==> src/rtl/block_buffer_cache_manager_defines.svh <==
// Assertion helpers shared by the RTL of the block buffer cache manager.
`ifndef BLOCK_BUFFER_CACHE_MANAGER_DEFINES_SVH
`define BLOCK_BUFFER_CACHE_MANAGER_DEFINES_SVH

// Condition that must hold at every clock edge outside reset.
`define BBCM_ASSERT_NOW(name, cond, msg) \
	name: assert property (@(posedge clk) disable iff (!arst_n) (cond)) else $error(msg);

// Condition that must hold in the cycle after the trigger.
`define BBCM_ASSERT_NEXT(name, trig, cond, msg) \
	name: assert property (@(posedge clk) disable iff (!arst_n) (trig) |=> (cond)) else $error(msg);

`endif

==> src/rtl/bbcm_ram.sv <==
module bbcm_ram #(
	parameter int WIDTH = 8,
	parameter int DEPTH = 64
) (
	input  logic                     clk,
	input  logic                     we,
	input  logic [$clog2(DEPTH)-1:0] waddr,
	input  logic [WIDTH-1:0]         wdata,
	input  logic [$clog2(DEPTH)-1:0] raddr,
	output logic [WIDTH-1:0]         rdata
);

	logic [WIDTH-1:0] mem [DEPTH];

	always_ff @(posedge clk) begin
		if (we) begin
			mem[waddr] <= wdata;
		end
		rdata <= mem[raddr];
	end

endmodule

==> config.mk <==
export PLATFORM = sky130hd
export DESIGN_NAME = bbcm_ram
export DESIGN_NICKNAME = d
export VERILOG_FILES = /design/src/rtl/block_buffer_cache_manager_defines.svh /design/src/rtl/bbcm_ram.sv
export SDC_FILE = /design/constraint.sdc
export NUM_CORES = 1
export LEC_CHECK = 0
export BUFFER_PORTS_ARGS = -buffer_cell sky130_fd_sc_hd__buf_2
export CAP_MARGIN = 0
export CORE_MARGIN = 1.5
export CORE_UTILIZATION = 38
export CTS_BUF_LIST = sky130_fd_sc_hd__clkbuf_16
export CTS_CLUSTER_DIAMETER = 30
export DETAILED_ROUTE_END_ITERATION = 8
export SLEW_MARGIN = 20
export SYNTH_ARGS = -nofsm -noshare
export SYNTH_HDL_FRONTEND = slang
export SYNTH_SLANG_ARGS = --single-unit
==> constraint.sdc <==
create_clock -name clk -period 1.96 [get_ports clk]
set_input_delay 0.098 -clock clk [delete_from_list [all_inputs] [get_ports clk]]
set_output_delay 0.098 -clock clk [all_outputs]
set_load 0.02 [all_outputs]
==> out/metrics.sh <==
OUTCOME='finished clean'
CRITICAL_PATH.SLOWEST_CELL='mux4_2'
DRIVE_ABOVE_1_SHARE_PCT=39.4
DESIGN.PORTCOUNT=30
TIMING.FINAL.CRIT_SHARE_PCT=98.0
IO_BUFFERS=29
TIMING.FINAL.CRIT_PERIOD_PS=1920
RSZ_0062_RAISED_AFTER_GLOBAL_ROUTING='no'
WORST-PATH-MAX-FANOUT=1
CLOCK_SINKS=520
LAYOUT.CELLS.MOST_COMMON='edfxtp_1'
FIN_WORST_SKEW_PS=28.3
DIE_Y_UM=233
ANT_NETS=0
PRE_CTS_SLACK_PS=-348
CRIT_PATH_MAX_INCR_DELAY_PS=520
CP.ARRIVAL_PS=2380
END_KIND='register'
MAXCLOCKFREQUENCY_MHz=521
SYNTH.YOSYS.WARNINGS=0
FINAL_GLOBAL_ROUTE_OVERFLOW_TOTAL=0
MAXIMUM_VDD_DROP_mV=0.754
MAXSLEWHEADROOM_PCT=48.9
CLK_PIN_SLEW_WORST_PATHS_PS=50
FINISHED_CORE_UTIL_PCT=49.1
CTS.HTREE.LEVELS=3
DRT_FIRST_PASS_ITERS=5
YOSYS_REGISTER_BITS=520
CORE_REGION_AREA_UM2=52600
LAYOUT-AREA-OVERHEAD-VS-SYNTH_PCT=28.0
DPL.HPWL_MM=30.7
SEQUENTIALPOWERSHARE_PCT=39.6
AVGSYNTHCELLAREA_UM2=21.5
VIA_COUNT_OF_THE_FIRST_GLOBAL_ROUTING_PASS=10801
CRITPATHKIND='reg -> reg'
INTPOWER_mW=24.8
MAXIMUM_NUMBER_OF_PINS_ON_ONE_NET_BEFORE_GLOBAL_ROUTE_REPAIR=65
TRITONCTS='yes'
ROUTED_WIRELENGTH_MM=47.9
MAPPEDNETLISTAREA_UM2=20200
TIMING.FINAL.SETUP_VIOLATIONS=0
CTS_MADE_BUFFERS=99
P_SW_mW=6.46
INITIAL_UTIL_PCT=38.4
WIRE_PER_INST_UM=24.6
LAYOUT.CELLS.MOST_COMMON_LIST='edfxtp_1, buf_4, mux4_2'
WORSTSETUPSTARTPOINTTYPE='register'
FIN_NETS=1195
DIE_AREA_UM2=54500
DRC=0
HOLD_PATH.CLASS='in -> reg'
SHARE_COMB_OF_TOTAL_POWER_PCT=4.2
CTS_MAX_PATH_BUFFERS=3
ANTENNA_FOUND_INITIAL=2
MAX_SLEW.WORST_PIN.SLEW_PS=767
DR_TOTAL_VIAS=10339
REPORT.FINAL.SLEW_VIOL_COUNT=0
POSTSYNTHNETCOUNT=962
CTS-ROOT-BUF='clkbuf_16'
PWR_CELL_AREA_nW_PER_UM2=1210
FINALHOLDVIOLCOUNT=0
CP_COMMON_CELL='mux4_2'
FLOORPLAN.ROWS=84
POST_SYNTH_INST_COUNT=940
DRTITER0DRC=1135
FINAL_CELLS=1946
GLOBAL_ROUTE_WIRE_LENGTH_BEFORE_REPAIR_MM=71.5
ROUTE.DETAILED.VIAS_PER_INST=5.31
POWER.SHARE.CLOCK_PCT=56.1
CLK_LATENCY_PS=630
SYNTH_CELL_TYPE_COUNT=40
TIMING.CRITICAL_PATH.CELLS='mux4_2 -> mux4_2 -> o21ai_1 -> o41ai_1'
TOTAL_POWER_mW=31.2
POWER_LEAKAGE_nW=8.66
CAP_VIOLATIONS=0
YS_SEQ_AREA_SHARE_PCT=77.0
ANTENNA_CELLS_INSERTED=0
DIE-WIDTH_UM=233
GP_CONGESTION=0.829
CRIT_REQUIRED_PS=2420
FINAL_CRITICAL_PATH_SETUP_SLACK_PS=39.7
GRT_USE_TOTAL_PCT=18.2
SWITCHING_SHARE_PCT=20.7
DP_CELLS=1756
==> flip-flops by register name (all words and copies together) (netlist names) <==
signal / count
rdata: 8
mem: 512
==> power groups by stage <==
stage / registers, mW / clock network [mW] / logic [mW]
6_report: 12.4 / 17.5 / 1.32
4_1_cts: 12.4 / 17.8 / 1.34
5_1_grt: 12.4 / 18.3 / 1.41
3_3_place_gp: 12.6 / 0 / 1.30
3_5_place_dp: 12.6 / 0 / 1.32
2_1_floorplan: 12.6 / 0 / 0.656
==> final timing paths <==
path / start / endpoint / slack, ps / depth (start not counted)
setup / recovery: mem[55][3] / rdata[3] / 40 / 4
hold reg to reg: mem[30][4] / rdata[4] / 840 / 3
setup reg to reg: mem[55][3] / rdata[3] / 40 / 4
hold / removal: wdata[6] / mem[42][6] / 10 / 1
==> Yosys cell counts <==
master	count	area [µm²]
o21a_1	2	15.0
buf_4	13	97.6
mux4_2	126	2840
and2_1	1	6.26
nor2b_1	14	87.6
nor2_1	83	312
o2111ai_1	3	26.3
a221oi_1	6	52.6
nand3_1	13	65.1
o2bb2ai_1	3	26.3
o221ai_1	8	70.1
a22oi_1	3	22.5
nand2_1	19	71.3
a21oi_1	3	15.0
mux2i_1	23	230
buf_6	4	45.0
buf_2	11	55.1
o21ai_0	2	10.0
buf_1	4	15.0
dfxtp_1	8	160
buf_12	2	40.0
a31oi_1	1	6.26
edfxtp_1	512	15400
nand4b_1	1	8.76
o221a_2	2	22.5
o21ai_1	2	10.0
a211oi_1	4	30.0
a2111oi_0	2	17.5
o41ai_1	2	17.5
or3_1	1	6.26
o311ai_1	1	8.76
nor3_1	7	35.0
nand4_1	2	12.5
mux2_2	13	146
nor4_1	2	12.5
o32ai_1	2	17.5
clkbuf_1	17	63.8
nand3b_1	3	22.5
o22ai_1	8	50.1
nand2b_1	7	43.8
==> logic make-up (layout without fill, tap and decap cells) <==
kind of cell	Yosys count	count (layout)	synth area share (%)
AND/OR/NAND/NOR	153	153	3.39
buffers and inverters	51	369	1.57
multiplexers	162	162	15.9
AO/OA/AOI/OAI	54	54	2.07
flip-flops	520	520	77.0
==> stage by stage <==
stage / instance area, µm² / TNS [ps] / hold WS, ps
detailed placement: 22200 / -1770 / 503
global placement: 22200 / -1740 / 496
floorplan: 20200 / 0 / 197
CTS: 25800 / 0 / 22.7
global route: 25800 / 0 / 41.0
finish: 25800 / 0 / 13.0
==> routing by layer <==
layer	vias to the layer above	GRT usage (%)	share of wire, %
met2	340	29.2	48
met5	-	0	0.027
met1	5463	24.1	42
met4	2	7.25	2.8
met3	85	4.42	6.5
li1	4449	-	-
==> cell type report <==
type	count	area, µm²
Sequential cell	520	15500
Tap cell	688	861
Timing Repair Buffer	183	1540
Clock inverter	85	988
Multi-Input combinational cell	369	4360
Fill cell	4202	26700
Clock buffer	101	2530
==> critical path: cells and delay by family (launching register included) <==
kind           cells  cell delay [ps]
flip-flops         1              360
multiplexers       2             1030
AO/OA/AOI/OAI      2              390
==> repair_timing <==
item | in CTS | in global routing
setup buffers | 0 | 0
hold buffers | 4 | 0
setup endpoints to repair | 5 | 2
hold endpoints to repair | 54 | 0
gates cloned | 0 | 0
gates resized for setup | 5 | 3
No activity file was read; power rests on OpenSTA's default activity.
